### config.mk
export PLATFORM = sky130hd
export DESIGN_NAME = per_word_byte_sorter
export DESIGN_NICKNAME = d
export VERILOG_FILES = /design/src/sv/pwbs_pkg.sv /design/src/sv/pwbs_cell.sv /design/src/sv/per_word_byte_sorter.sv
export SDC_FILE = /design/constraint.sdc
export NUM_CORES = 1
export LEC_CHECK = 0
export ABC_AREA = 1
export BUFFER_PORTS_ARGS = -buffer_cell sky130_fd_sc_hd__clkbuf_2
export CELL_PAD_IN_SITES_DETAIL_PLACEMENT = 1
export CELL_PAD_IN_SITES_GLOBAL_PLACEMENT = 1
export CORE_MARGIN = 2
export CORE_UTILIZATION = 30
export DETAILED_ROUTE_END_ITERATION = 10
export GPL_ROUTABILITY_DRIVEN = 0
export PLACE_DENSITY = 0.52
export SLEW_MARGIN = 20
export SYNTH_ARGS = -nofsm -noshare
export SYNTH_HDL_FRONTEND = slang
export SYNTH_SLANG_ARGS = --single-unit
export TNS_END_PERCENT = 100
### constraint.sdc
create_clock -name clk -period 4.6 [get_ports clk]
set_clock_uncertainty 0.15 [all_clocks]
set_input_delay 0 -clock clk [delete_from_list [all_inputs] [get_ports clk]]
set_output_delay 0 -clock clk [all_outputs]
set_load 0.03 [all_outputs]
### src/sv/pwbs_pkg.sv
// Shared types and constants for the per-word byte sorter.
// No dependencies; imported by pwbs_cell, per_word_byte_sorter, pwbs_checker and the testbench.
package pwbs_pkg;

    localparam int BYTE_W = 8;
    localparam logic [BYTE_W-1:0] SPACE_BYTE = 8'd32;

    // Per-cycle command broadcast to every sorting cell.
    typedef struct packed {
        logic insert;   // place the incoming byte into the sorted row
        logic shift;    // move the row one cell toward the output
    } cell_ctrl_t;

endpackage

### src/sv/pwbs_cell.sv
// One cell of the systolic insertion row: holds one byte and its valid bit.
// Depends on pwbs_pkg (cell_ctrl_t, BYTE_W).
module pwbs_cell
(
    input  logic                        clk,
    input  logic                        rst_n,
    input  pwbs_pkg::cell_ctrl_t        ctrl,
    input  logic [pwbs_pkg::BYTE_W-1:0] ins_byte,
    input  logic                        prev_le,
    input  logic [pwbs_pkg::BYTE_W-1:0] prev_byte,
    input  logic                        prev_valid,
    input  logic [pwbs_pkg::BYTE_W-1:0] next_byte,
    input  logic                        next_valid,
    output logic                        le,
    output logic [pwbs_pkg::BYTE_W-1:0] cell_byte,
    output logic                        cell_valid
);
    import pwbs_pkg::*;

    logic [BYTE_W-1:0] byte_reg;
    logic [BYTE_W-1:0] byte_next;
    logic              valid_reg;
    logic              valid_next;

    // Held byte stays in front of the incoming one.
    assign le = valid_reg && (byte_reg <= ins_byte);

    always_comb
    begin
        byte_next  = byte_reg;
        valid_next = valid_reg;
        if (ctrl.shift)
        begin
            byte_next  = next_byte;
            valid_next = next_valid;
        end
        else if (ctrl.insert && !le)
        begin
            // Take the new byte at the insertion point, else take the neighbor's.
            if (prev_le)
            begin
                byte_next  = ins_byte;
                valid_next = 1'b1;
            end
            else
            begin
                byte_next  = prev_byte;
                valid_next = prev_valid;
            end
        end
    end

    always_ff @(posedge clk or negedge rst_n)
    begin
        if (!rst_n)
        begin
            valid_reg <= 1'b0;
        end
        else
        begin
            valid_reg <= valid_next;
        end
    end

    always_ff @(posedge clk)
    begin
        byte_reg <= byte_next;
    end

    assign cell_byte  = byte_reg;
    assign cell_valid = valid_reg;

endmodule

### src/sv/per_word_byte_sorter.sv
// Top level of the per-word byte sorter: control, output register, cell row.
// Depends on pwbs_pkg and pwbs_cell.
//
// Usage:
//   Bytes of a text line arrive on the s_axis channel, one per transfer, with
//   s_axis_tlast on the final byte of the line. Non-space bytes are placed
//   into a row of MAX_WORD sorting cells as they arrive, so the word is always
//   held in ascending order. A space or the last byte ends the word: the row
//   then shifts out through the m_axis output register, smallest byte first,
//   followed by the space if one ended the word. m_axis_tuser flags every byte
//   of a word that lost bytes beyond MAX_WORD; m_axis_tlast marks the line's
//   final output byte.
// Accepting and draining:
//   Word bytes are taken back to back. Ending a word, with or without a
//   trailing space, drains the row: one shift per kept byte moves it into
//   the output register, and a final step emits the space or just returns
//   to accepting. No input is taken while draining. The ending transfer sets
//   the drain state; the first sorted byte is then loaded into the output register.
// Reset clears the row, the counters and the output register.
// A stalled receiver holds the output register; draining pauses with it, and
// input bytes are still taken while a finished byte waits to be picked up.
module per_word_byte_sorter
#(
    parameter int MAX_WORD = 32
)
(
    input  logic       clk,
    input  logic       rst_n,
    input  logic       s_axis_tvalid,
    output logic       s_axis_tready,
    input  logic [7:0] s_axis_tdata,   // [7:0] in_byte
    input  logic       s_axis_tlast,   // in_last
    output logic       m_axis_tvalid,
    input  logic       m_axis_tready,
    output logic [7:0] m_axis_tdata,   // [7:0] out_byte
    output logic       m_axis_tlast,   // out_last
    output logic [0:0] m_axis_tuser    // [0] word_overflow
);
    import pwbs_pkg::*;

    localparam int CNT_W = $clog2(MAX_WORD + 1);
    localparam logic [CNT_W-1:0] MAX_CNT = CNT_W'(MAX_WORD);

    localparam logic [0:0] ST_ACCEPT = 1'b0;
    localparam logic [0:0] ST_DRAIN  = 1'b1;

    logic [0:0]        state_reg,      state_next;
    logic [CNT_W-1:0]  count_reg,      count_next;
    logic              dropped_reg,    dropped_next;
    logic              word_last_reg,  word_last_next;
    logic              space_pend_reg, space_pend_next;
    logic              space_last_reg, space_last_next;
    logic              out_valid_reg,  out_valid_next;
    logic [BYTE_W-1:0] out_byte_reg,   out_byte_next;
    logic              out_last_reg,   out_last_next;
    logic              out_ovf_reg,    out_ovf_next;

    cell_ctrl_t        ctrl;
    logic              in_xfer;
    logic              load_out;
    logic              is_space;

    logic [BYTE_W-1:0] cell_byte [MAX_WORD];
    logic [MAX_WORD-1:0] cell_valid;
    logic [MAX_WORD-1:0] cell_le;

    assign s_axis_tready = (state_reg == ST_ACCEPT);
    assign in_xfer       = s_axis_tvalid && s_axis_tready;
    assign is_space      = (s_axis_tdata == SPACE_BYTE);
    assign load_out      = !out_valid_reg || m_axis_tready;

    always_comb
    begin
        state_next      = state_reg;
        count_next      = count_reg;
        dropped_next    = dropped_reg;
        word_last_next  = word_last_reg;
        space_pend_next = space_pend_reg;
        space_last_next = space_last_reg;
        out_valid_next  = out_valid_reg && !m_axis_tready;
        out_byte_next   = out_byte_reg;
        out_last_next   = out_last_reg;
        out_ovf_next    = out_ovf_reg;
        ctrl.insert     = 1'b0;
        ctrl.shift      = 1'b0;

        case (state_reg)
            ST_ACCEPT:
            begin
                if (in_xfer)
                begin
                    if (is_space)
                    begin
                        // End the word; emit the space after it.
                        space_pend_next = 1'b1;
                        space_last_next = s_axis_tlast;
                        state_next      = ST_DRAIN;
                    end
                    else
                    begin
                        if (count_reg < MAX_CNT)
                        begin
                            ctrl.insert = 1'b1;
                            count_next  = count_reg + 1'b1;
                        end
                        else
                        begin
                            dropped_next = 1'b1;
                        end
                        if (s_axis_tlast)
                        begin
                            word_last_next = 1'b1;
                            state_next     = ST_DRAIN;
                        end
                    end
                end
            end
            ST_DRAIN:
            begin
                if (load_out)
                begin
                    if (count_reg != '0)
                    begin
                        // Advance the row; the smallest byte goes out.
                        ctrl.shift     = 1'b1;
                        out_valid_next = 1'b1;
                        out_byte_next  = cell_byte[0];
                        out_last_next  = word_last_reg && (count_reg == CNT_W'(1));
                        out_ovf_next   = dropped_reg;
                        count_next     = count_reg - 1'b1;
                    end
                    else
                    begin
                        if (space_pend_reg)
                        begin
                            out_valid_next = 1'b1;
                            out_byte_next  = SPACE_BYTE;
                            out_last_next  = space_last_reg;
                            out_ovf_next   = 1'b0;
                        end
                        space_pend_next = 1'b0;
                        dropped_next    = 1'b0;
                        word_last_next  = 1'b0;
                        state_next      = ST_ACCEPT;
                    end
                end
            end
            default:
            begin
                state_next = ST_ACCEPT;
            end
        endcase
    end

    always_ff @(posedge clk or negedge rst_n)
    begin
        if (!rst_n)
        begin
            state_reg      <= ST_ACCEPT;
            count_reg      <= '0;
            dropped_reg    <= 1'b0;
            word_last_reg  <= 1'b0;
            space_pend_reg <= 1'b0;
            space_last_reg <= 1'b0;
            out_valid_reg  <= 1'b0;
        end
        else
        begin
            state_reg      <= state_next;
            count_reg      <= count_next;
            dropped_reg    <= dropped_next;
            word_last_reg  <= word_last_next;
            space_pend_reg <= space_pend_next;
            space_last_reg <= space_last_next;
            out_valid_reg  <= out_valid_next;
        end
    end

    always_ff @(posedge clk)
    begin
        out_byte_reg <= out_byte_next;
        out_last_reg <= out_last_next;
        out_ovf_reg  <= out_ovf_next;
    end

    // Sorting row: cell 0 holds the smallest byte and faces the output.
    genvar gi;
    generate
        for (gi = 0; gi < MAX_WORD; gi++)
        begin : g_cell
            logic              p_le;
            logic [BYTE_W-1:0] p_byte;
            logic              p_valid;
            logic [BYTE_W-1:0] n_byte;
            logic              n_valid;

            if (gi == 0)
            begin : g_head
                assign p_le    = 1'b1;
                assign p_byte  = '0;
                assign p_valid = 1'b0;
            end
            else
            begin : g_body
                assign p_le    = cell_le[gi-1];
                assign p_byte  = cell_byte[gi-1];
                assign p_valid = cell_valid[gi-1];
            end

            if (gi == MAX_WORD - 1)
            begin : g_tail
                assign n_byte  = '0;
                assign n_valid = 1'b0;
            end
            else
            begin : g_mid
                assign n_byte  = cell_byte[gi+1];
                assign n_valid = cell_valid[gi+1];
            end

            pwbs_cell u_cell
            (
                .clk        (clk),
                .rst_n      (rst_n),
                .ctrl       (ctrl),
                .ins_byte   (s_axis_tdata),
                .prev_le    (p_le),
                .prev_byte  (p_byte),
                .prev_valid (p_valid),
                .next_byte  (n_byte),
                .next_valid (n_valid),
                .le         (cell_le[gi]),
                .cell_byte  (cell_byte[gi]),
                .cell_valid (cell_valid[gi])
            );
        end
    endgenerate

    assign m_axis_tvalid   = out_valid_reg;
    assign m_axis_tdata    = out_byte_reg;
    assign m_axis_tlast    = out_last_reg;
    assign m_axis_tuser[0] = out_ovf_reg;

    // Word length never exceeds the row.
    a_count_bound: assert property (@(posedge clk) disable iff (!rst_n)
        count_reg <= MAX_CNT)
        else $error("word length beyond row capacity");

    // Occupied cells match the word length.
    a_row_fill: assert property (@(posedge clk) disable iff (!rst_n)
        $countones(cell_valid) == int'(count_reg))
        else $error("cell row occupancy out of step with word length");

    // A space never carries the overflow flag.
    a_space_ovf: assert property (@(posedge clk) disable iff (!rst_n)
        (ctrl.shift == 1'b0 && state_reg == ST_DRAIN && load_out && space_pend_reg
         && count_reg == '0) |=> (m_axis_tvalid && !m_axis_tuser[0]))
        else $error("space emitted with overflow flag");

endmodule

# == Word-level counts from Yosys, hierarchy flattened ==
# Index checks and enable logic that the tools add are counted.
# op_classes
n_bitwise,1
div_mod_pow,0
n_lt_le_gt_ge,33
n_reduce_logical,142
n_shift,0
n_mux,229
n_mul,0
n_addsub,2
eq_ne,11
# ops
op,n
2-to-1 mux 8 bit,95
<= comparator 8 bit,32
2-to-1 mux 1 bit,124
logical AND 1 bit,67
nonzero test 2 bit,33
logical NOT 1 bit,34
2-to-1 mux 6 bit,5
AND reduction 5 bit,3
!= test 2 x 1 -> 1 bit (second input constant),6
case mux 6 bit (2 select lines),1
== test 8 x 6 -> 1 bit (second input constant),1
case mux 1 bit (2 select lines),4
adder 6 x 1 -> 6 bit (second input constant),1
== test 6 x 1 -> 1 bit (second input constant),1
< comparator 6 bit (second input constant),1
!= test 2 bit (second input constant),3
AND reduction 3 bit,2
nonzero test 6 bit,1
subtractor 6 x 1 -> 6 bit (second input constant),1
AND reduction 4 bit,1
logical OR 1 bit,1
NOT 1 bit,1
# word_totals
input_bits,13
mem_bits_rw,0
mem_count,0
romBits,0
out_inout_bits,12
reg_bits,310
wordCells,492
latchBits,0

# == Logic depth before layout (Yosys ltp) ==
# Gate-level depths: netlist (run 1).
# depth
word_depth,8
ltp_mapped,16
mapped_depth_nobuf,15

# == Cells and area by module ==
# A second synthesis (run 1) with hierarchy kept.
# unflattened
hier_cells,3085
area_unflattened_um2,24368.4
# by_module_without_submodules
mod,cells_each,area_per_inst_um2,seq_area_each_um2,n_inst
pwbs_cell at g_cell[0].u_cell ...,91,720.7,265.3,28
pwbs_cell at g_cell[6].u_cell ...,91,714.4,265.3,4
per_word_byte_sorter,173,1331.3,600.6,1

# == Least setup slack after synthesis (run 1) ==
# Ideal clock, no wire load.
# synth_path
path_kind,input-to-reg
startpoint,in s_axis_tdata[5]
endpoint,reg g_cell[30].u_cell.byte_reg[0] (enable)
arrival_ps,2459
setup_ps,303
n_path_buf,1
cell_stages,11
required_time_ps,4147
slack_ps,1688
path_cell_list,inv_1 > clkbuf_1 > ha_1 > a21oi_1 > nor2_1 > nor2_1 > nand2_1 > nand2_1 > nand2_1 > nand2_1 > nand2_1
# synth_via
elab_chain_cells,6
elab_cells_between_ends,9
classes_between,1 x order compare; 1 x eq/ne; 3 x mux; 4 x reduce/logical
# synth_lines
element,line_no,text
from (decl),per_word_byte_sorter.sv:31,"input logic [7:0] s_axis_tdata,"
"parallel branches: the longest is 4 deep, another holds <= comparator 8 bit",n/a,
logical AND 1 bit *,pwbs_cell.sv:37,else if (ctrl.insert && !le)
nonzero test 2 bit (no line) *,n/a,
to (signal assigned),pwbs_cell.sv:67,byte_reg <= byte_next;
to (decl),pwbs_cell.sv:20,logic [BYTE_W-1:0] byte_reg;
# Every way passes the cells marked *.
# A chain may end at the register's enable or synchronous reset.

# == Final worst setup path (run 1) ==
# layout_path
startpoint,reg count_reg[0]
endpoint,reg g_cell[8].u_cell.byte_reg[1] (data pin)
# layout_via
elab_chain_cells,5
# layout_lines
element,line_no,text
from (decl),per_word_byte_sorter.sv:48,"logic [CNT_W-1:0] count_reg, count_next;"
from (signal assigned),per_word_byte_sorter.sv:170,count_reg <= count_next;
nonzero test 6 bit,per_word_byte_sorter.sv:122,if (count_reg != '0)
2-to-1 mux 1 bit,per_word_byte_sorter.sv:122,
2-to-1 mux 1 bit,per_word_byte_sorter.sv:120,if (load_out)
2-to-1 mux 1 bit,per_word_byte_sorter.sv:87,case (state_reg)
2-to-1 mux 8 bit,pwbs_cell.sv:32,if (ctrl.shift)
via g_cell[8].u_cell.byte_next[1],pwbs_cell.sv:21,logic [BYTE_W-1:0] byte_next;
to (signal assigned),pwbs_cell.sv:67,
to (decl),pwbs_cell.sv:20,
# The timed path passes the listed nets, and every way through them passes these cells.

==> summary.txt, run 1 <==
Clock tree
  • Root Driver: clkbuf_16
  • Max H-tree Level: 2
  • CTS tree: done
  • Clock Latency Late Sink: 0.59 ns
  • Post-CTS Setup Bufs: 0
  • Clock buffer depth: 3
  • Total CTS buffers: 42
  • CTS clock-pin slew for the worst setup and hold paths: 0.06 ns
  • CTS Sinks: 310

Cells and area
  • Reg area: 9009 µm²
  • Fill cells: 9509
  • Most frequent cells in the layout: nand2_1, nand3_1, inv_1
  • Antenna cells: 0
  • Core Util, Final: 0.3389
  • Area of the multi-input gates: 12240 µm²
  • Commonest non-fill, non-tap cell in the layout: nand2_1
  • Post-Layout Cell Count: 4270
  • Area grow syn2layout: 11.52%
  • Max reg flops: 256
  • Layout cells sized above 1: 0.04396
  • # nets final: 3469

Power and ir drop
  • Sw frac: 0.4200
  • Tot Pwr: 13.24 mW
  • VDD IR max: 252.9 µV
  • Sw Pwr: 5.559 mW
  • Leakage: 13.46 nW
  • Gate power share: 0.366
  • Clock power frac: 0.250
  • Internal Pwr Total: 7.678 mW
  • Power share of the sequential group: 0.383
  • P per Cell Area: 502.5 nW/µm²

STA
  • Relative slew slack: 0.2804
  • Final Hold Viols: 0
  • FMAX: 291.6 MHz
  • Final period util: 0.7456
  • Min Tclk post-route: 3.430 ns
  • Setup violations, final: 0
  • Least-Margin Pin Slew: 1.075 ns
  • Max-slew violation count: 0
  • Setup TNS: 0 ns
  • RSZ-0062 raised after global routing: false

Drt
  • ANT nets after route: 0
  • Via density: 4.966
  • First-pass iteration count of the detailed router: 6
  • Via count: 21200
  • DRT iter0 DRCs: 984
  • DR WL/cell: 19.92 µm
  • Drc violations: 0
  • DRT Wirelength: 85.04 mm

Placed design
  • Placed cell count: 4177
  • DP Wirelength: 59.61 mm
  • # port buffers: 24

Critical path
  • Cells along the critical path: inv_1, ha_1, nand3_1, nand3_4, inv_6, buf_12, nand2_1, nand2_1
  • Crit path launch: count_reg[0]$_DFFE_PN0P_
  • Crit path DAT: 3.71 ns
  • FF-to-FF End: g_cell[8].u_cell.cell_byte[1]$_DFFE_PP_
  • CP max-delay cell: inv_6
  • Most used cell, CP: nand2_1
  • Crit-path max cell delay: 0.67 ns
  • Worst flop-to-flop path startpoint: count_reg[0]$_DFFE_PN0P_
  • R2R cell count: 8
  • Critical Path Sink: g_cell[8].u_cell.cell_byte[1]$_DFFE_PP_
  • Maximum fanout along the worst path: 79
  • Crit. End Element: flip-flop
  • Reg2reg setup slack: 1.17 ns
  • Worst endpoint required time: 4.88 ns
  • CP Class: flip-flop to flip-flop
  • Crit start category: flip-flop

Die
  • Core area: 77720 µm²
  • Die area: 81000 µm²
  • Starting Density: 0.3039
  • Core Rows: 102
  • # IOs: 25
  • Die Width: 284.6 µm
  • Die Y-Extent: 284.6 µm

Yosys
  • Synthesized Nets: 3486
  • Area leader, netlist: edfxtp_1
  • Synth top area cells: edfxtp_1, nand2_1, ha_1
  • Distinct cells, synth: 35
  • Top FF cell, synth: edfxtp_1
  • Share of the synthesized area in the top cell type: 0.3280
  • Post-Syn Area: 23620 µm²
  • Gate Count Post-Synth: 3213
  • Yosys warning count: 0
  • Synth Register Bits: 310
  • Post-synth ARST share: 0.1419
  • Syn_area_per_cell: 7.352 µm²
  • EDFF count, synth: 258
  • Register area share after synthesis: 0.3814

Global route
  • Gr ovfl total: 0
  • First-pass GRT wire length: 131.2 mm
  • Vias in the first global route: 22050
  • Largest net degree at the start of global routing: 155
  • Initial antenna violation count: 0
  • Gr usage total: 0.2078

Job
  • Max-cap viol count: 0

Run status
  • Status: finished, final reports clean

Min path
  • Worst Hold Class: input port to flip-flop
[final cells by class]
cell class / count / share of cell area
multi-input combinational: 2309 / 0.4646
clock buffer: 52 / 0.04284
timing repair buffer: 72 / 0.02536
tap: 1040 / 0.04940
sequential: 310 / 0.3420
clock inverter: 26 / 0.009547
inverter: 461 / 0.06621
[how the worst min path moves through the flow]
stage / depth (start not counted) / startpoint / slack, ns / end
5_1_grt: 4 / s_axis_tdata[6] / 0.20 / g_cell[0].u_cell.cell_byte[6]$_DFFE_PP_
3_5_place_dp: 2 / rst_n / 0.08 / state_reg$_DFF_PN0_
6_report: 4 / s_axis_tdata[7] / 0.21 / g_cell[0].u_cell.cell_byte[7]$_DFFE_PP_
3_3_place_gp: 2 / rst_n / 0.07 / state_reg$_DFF_PN0_
4_1_cts: 4 / s_axis_tdata[6] / 0.15 / g_cell[0].u_cell.cell_byte[6]$_DFFE_PP_
2_1_floorplan: 0 / rst_n / -0.45 / count_reg[0]$_DFFE_PN0P_
[critical path, delay by kind of cell, from the launching register on]
kind / cells / cell delay (ns)
and+or+nand+nor: 4 / 1.25
DFF: 1 / 0.40
adders and majority gates: 1 / 0.21
buffers and inverters: 3 / 1.17
[cells by family after synthesis]
group	synth area share
AND/OR/NAND/NOR	0.3275
buffers and inverters	0.1008
flip-flops	0.3814
adder cells (fa/ha/maj)	0.1377
AO/OA/AOI/OAI	0.05043
XOR/XNOR	0.002225
[metal layers]
metal / vias to the layer above / share of wire / global-route usage
li1: 10480 / - / -
met1: 10340 / 0.47 / 0.2799
met2: 277 / 0.48 / 0.3580
met3: 107 / 0.026 / 0.01862
met4: 0 / 0.022 / 0.04974
met5: - / 0 / 0
[through the flow]
stage / worst slack (ns) / hold slack (ns) / cell area [µm²]
finish: 1.170 / 0.2082 / 26340
global route: 0.8422 / 0.2035 / 26340
CTS: 1.120 / 0.1484 / 26340
global placement: 1.146 / 0.07395 / 24810
detailed placement: 1.147 / 0.08373 / 24810
floorplan: 1.688 / -0.4456 / 23620
[cells in the mapped netlist, types with 3 or more instances]
cell,count
inv_2,9
buf_6,9
edfxtp_1,258
ha_1,260
a21oi_1,93
xor2_1,5
nor2_1,92
nand3_1,496
o21a_1,33
dfrtp_1,44
or2_2,3
inv_1,452
nand2_1,1172
o21ai_0,47
nand4_1,35
buf_4,4
dfxtp_1,8
nand3b_1,27
clkbuf_1,64
buf_2,55
o22ai_1,28
[power by group through the flow]
stage	sequential, mW	combinational, mW	clock [mW]
6_report	5.08	4.85	3.31
5_1_grt	5.19	5.64	3.50
4_1_cts	5.09	4.91	3.42
3_5_place_dp	5.14	4.87	0
3_3_place_gp	5.14	4.68	0
2_1_floorplan	4.48	3.77	0
[what timing repair did]
item	in CTS	in global routing
gates resized for setup	0	0
hold endpoints to repair	68	0
hold buffers	15	0
(Power assumes the default switching activity.)
==> run 2: changes to the inputs <==
- ABC_AREA: 1 -> 0
- PLACE_DENSITY: 0.52 -> 0.51
- clock period: 4.6 -> 2.8 ns (I/O delays scaled with it)
==> summary.txt, run 2 <==
Power and ir drop
  • VDD IR max: 561.9 µV (+120%)
  • Leakage: 10.23 nW (-24%)
  • P per Cell Area: 1293 nW/µm² (+160%)

Clock tree
  • Clock buffer depth: 3 (unchanged)
  • CTS clock-pin slew for the worst setup and hold paths: 0.06 ns (about the same)
  • Post-CTS Setup Bufs: 0 (unchanged)
  • Total CTS buffers: 42 (unchanged)
  • Clock Latency Late Sink: 0.57 ns (-0.02 ns)
  • CTS Sinks: 310 (unchanged)
  • Max H-tree Level: 2 (unchanged)
  • Root Driver: clkbuf_16
  • CTS tree: done

Cells and area
  • Area of the multi-input gates: 11760 µm² (-3.9%)
  • Layout cells sized above 1: 0.1162 (+0.07221)
  • # nets final: 2480 (-29%)
  • Reg area: 9009 µm² (unchanged)
  • Area grow syn2layout: 15.62%
  • Most frequent cells in the layout: a21oi_1, ha_1, edfxtp_1
  • Max reg flops: 256 (unchanged)
  • Commonest non-fill, non-tap cell in the layout: a21oi_1
  • Core Util, Final: 0.3503 (+0.01134)
  • Antenna cells: 0 (unchanged)
  • Fill cells: 7930 (-17%)

STA
  • Max-slew violation count: 0 (unchanged)
  • Min Tclk post-route: 2.716 ns
  • FMAX: 368.2 MHz
  • Relative slew slack: 0.4509 (+0.1706)
  • RSZ-0062 raised after global routing: false
  • Least-Margin Pin Slew: 0.8206 ns (-0.2549 ns)
  • Setup ws final: 0.08384 ns (-1.086 ns)
  • Final Hold Viols: 0 (unchanged)
  • Final period util: 0.9701
  • Setup violations, final: 0 (unchanged)

Drt
  • Drc violations: 0 (unchanged)
  • ANT nets after route: 0 (unchanged)
  • DRT Wirelength: 75.80 mm (-11%)
  • DRT iter0 DRCs: 1119 (+14%)
  • DR WL/cell: 23.78 µm (+19%)
  • Via count: 17380 (-18%)
  • First-pass iteration count of the detailed router: 5 (-1)
  • Via density: 5.453 (+9.8%)

Yosys
  • Top FF cell, synth: edfxtp_1
  • Count leader, synth: a21oi_1
  • Register area share after synthesis: 0.4160 (+0.03462)
  • Syn_area_per_cell: 10.04 µm² (+37%)
  • Post-synth ARST share: 0.1419 (unchanged)
  • Gate Count Post-Synth: 2156 (-33%)
  • Synth top area cells: edfxtp_1, ha_1, mux2i_1
  • Yosys warning count: 0 (unchanged)
  • Synth Register Bits: 310 (unchanged)
  • Synthesized Nets: 2429 (-30%)
  • Post-Syn Area: 21660 µm² (-8.3%)
  • Distinct cells, synth: 51 (+46%)
  • Synth top cells by count: a21oi_1, ha_1, edfxtp_1, nor2_1, mux2i_1
  • EDFF count, synth: 258 (unchanged)
  • Area leader, netlist: edfxtp_1
  • Share of the synthesized area in the top cell type: 0.3578 (+0.02977)

Min path
  • Worst Hold Class: input port to flip-flop
  • Worst Hold End: g_cell[0].u_cell.cell_byte[2]$_DFFE_PP_
  • Hold path start: s_axis_tdata[2]
  • Worst hold path stage count: 4 (unchanged)

Placed design
  • DP Wirelength: 52.40 mm (-12%)
  • Setup slack after placement: 0.06592 ns (-1.081 ns)
  • # port buffers: 24 (unchanged)

Die
  • Die Y-Extent: 272.7 µm (-4.2%)
  • Core Rows: 98 (-3.9%)
  • Starting Density: 0.3029 (-0.0009846)
  • Core area: 71490 µm² (-8.0%)
  • Die area: 74350 µm² (-8.2%)
  • # IOs: 25 (unchanged)
  • Die Width: 272.7 µm (-4.2%)

Global route
  • Vias in the first global route: 18620 (-16%)
  • First-pass GRT wire length: 116.3 mm (-11%)
  • Gr usage total: 0.2040 (-0.003783)
  • Largest net degree at the start of global routing: 75 (-52%)
  • Initial antenna violation count: 0 (unchanged)
  • Met1 Track Usage GR: 0.2861 (+0.006252)
  • Top Usage Layer GRT: met2
  • Grt met3 use: 0.02434 (+0.005719)
  • Gr ovfl total: 0 (unchanged)
  • Met2 GRT Util: 0.3329 (-0.02508)

Critical path
  • R2R cell count: 6 (-2)
  • Crit start category: input port
  • Worst flop-to-flop path startpoint: g_cell[27].u_cell.cell_byte[7]$_DFFE_PP_
  • Reg2reg setup slack: 0.15 ns (-1.02 ns)
  • Maximum fanout along the worst path: 27 (-66%)
  • Crit. End Element: flip-flop
  • Worst endpoint required time: 3.15 ns (-1.73 ns)
  • Crit path DAT: 3.07 ns (-0.64 ns)
  • CP Class: input port to flip-flop
  • FF-to-FF End: g_cell[27].u_cell.cell_byte[7]$_DFFE_PP_

Job
  • Max-cap viol count: 0 (unchanged)

Run status
  • Status: finished, final reports clean
-- run 2: cells by family after synthesis --
kind of cell               share of synthesized area
muxes                                         0.1017
adders and majority gates                     0.1502
and+or+nand+nor                               0.1227
buffers and inverters                        0.04339
DFF                                           0.4160
xor gates and xnor gates                    0.002023
AOI/OAI and AO/OA                             0.1639
-- run 2: power by group --
part           total (mW)  switching [mW]  internal (mW)
sequential           11.4            2.64           8.71
combinational        15.4            8.97           6.45
clock                5.60            2.18           3.42
-- run 2: cell type report --
cell class / instances / share of cell area
tap: 950 / 0.04747
inverter: 73 / 0.01094
sequential: 310 / 0.3598
clock buffer: 54 / 0.04712
timing repair buffer: 147 / 0.05587
multi-input combinational: 1633 / 0.4696
clock inverter: 21 / 0.009194
-- run 2: through the flow --
| stage | hold WS [ns] | instance area, µm² | cells | TNS (ns) | power, mW |
|---|---|---|---|---|---|
| after floorplan | -0.4456 | 21660 | 2156 | -0.4782 | 21.15 |
| after global placement | -0.03942 | 23420 | 3095 | 0 | 26.19 |
| after detailed placement | -0.03576 | 23420 | 3095 | 0 | 26.80 |
| after CTS | 0.05029 | 25020 | 3188 | 0 | 32.60 |
| after global routing | 0.07146 | 25040 | 3188 | 0 | 34.83 |
| final | 0.08781 | 25040 | 3188 | 0 | 32.38 |
-- run 2: layer usage --
metal / up-vias / part of all wire / wire length (µm)
li1: 8227 / - / -
met2: 256 / 0.46 / 35090
met4: 0 / 0.020 / 1543
met5: - / 0 / 0
met1: 8800 / 0.49 / 36820
met3: 101 / 0.031 / 2344
-- run 2: worst max-delay path, stage by stage --
cell and delay, ns:
dlygate4sd3_1 0.53, clkbuf_2 0.14, buf_12 0.18, or4_4 0.61, nor2_4 0.17, o21ai_0 0.09, dlygate4sd3_1 0.56, o21ai_0 0.15
dlygate4sd3_1 0.58
-- run 2: worst max path at each step --
stage                                             start                                        to  slack, ns
6_report                                s_axis_tdata[0]                       state_reg$_DFF_PN0_       0.08
5_1_grt                                 s_axis_tdata[0]                       state_reg$_DFF_PN0_       0.02
4_1_cts                                 s_axis_tdata[0]                 word_last_reg$_DFFE_PN0P_       0.05
3_5_place_dp   g_cell[25].u_cell.cell_byte[5]$_DFFE_PP_  g_cell[25].u_cell.cell_byte[7]$_DFFE_PP_       0.07
3_3_place_gp   g_cell[25].u_cell.cell_byte[5]$_DFFE_PP_  g_cell[25].u_cell.cell_byte[7]$_DFFE_PP_       0.17
2_1_floorplan                           s_axis_tdata[1]   g_cell[0].u_cell.cell_byte[0]$_DFFE_PP_      -0.06
-- run 2: what timing repair did --
item                       in CTS  in global routing
hold buffers                   18                  0
resized for setup               0                 10
setup endpoints to repair       0                 66
hold endpoints to repair       56                  0
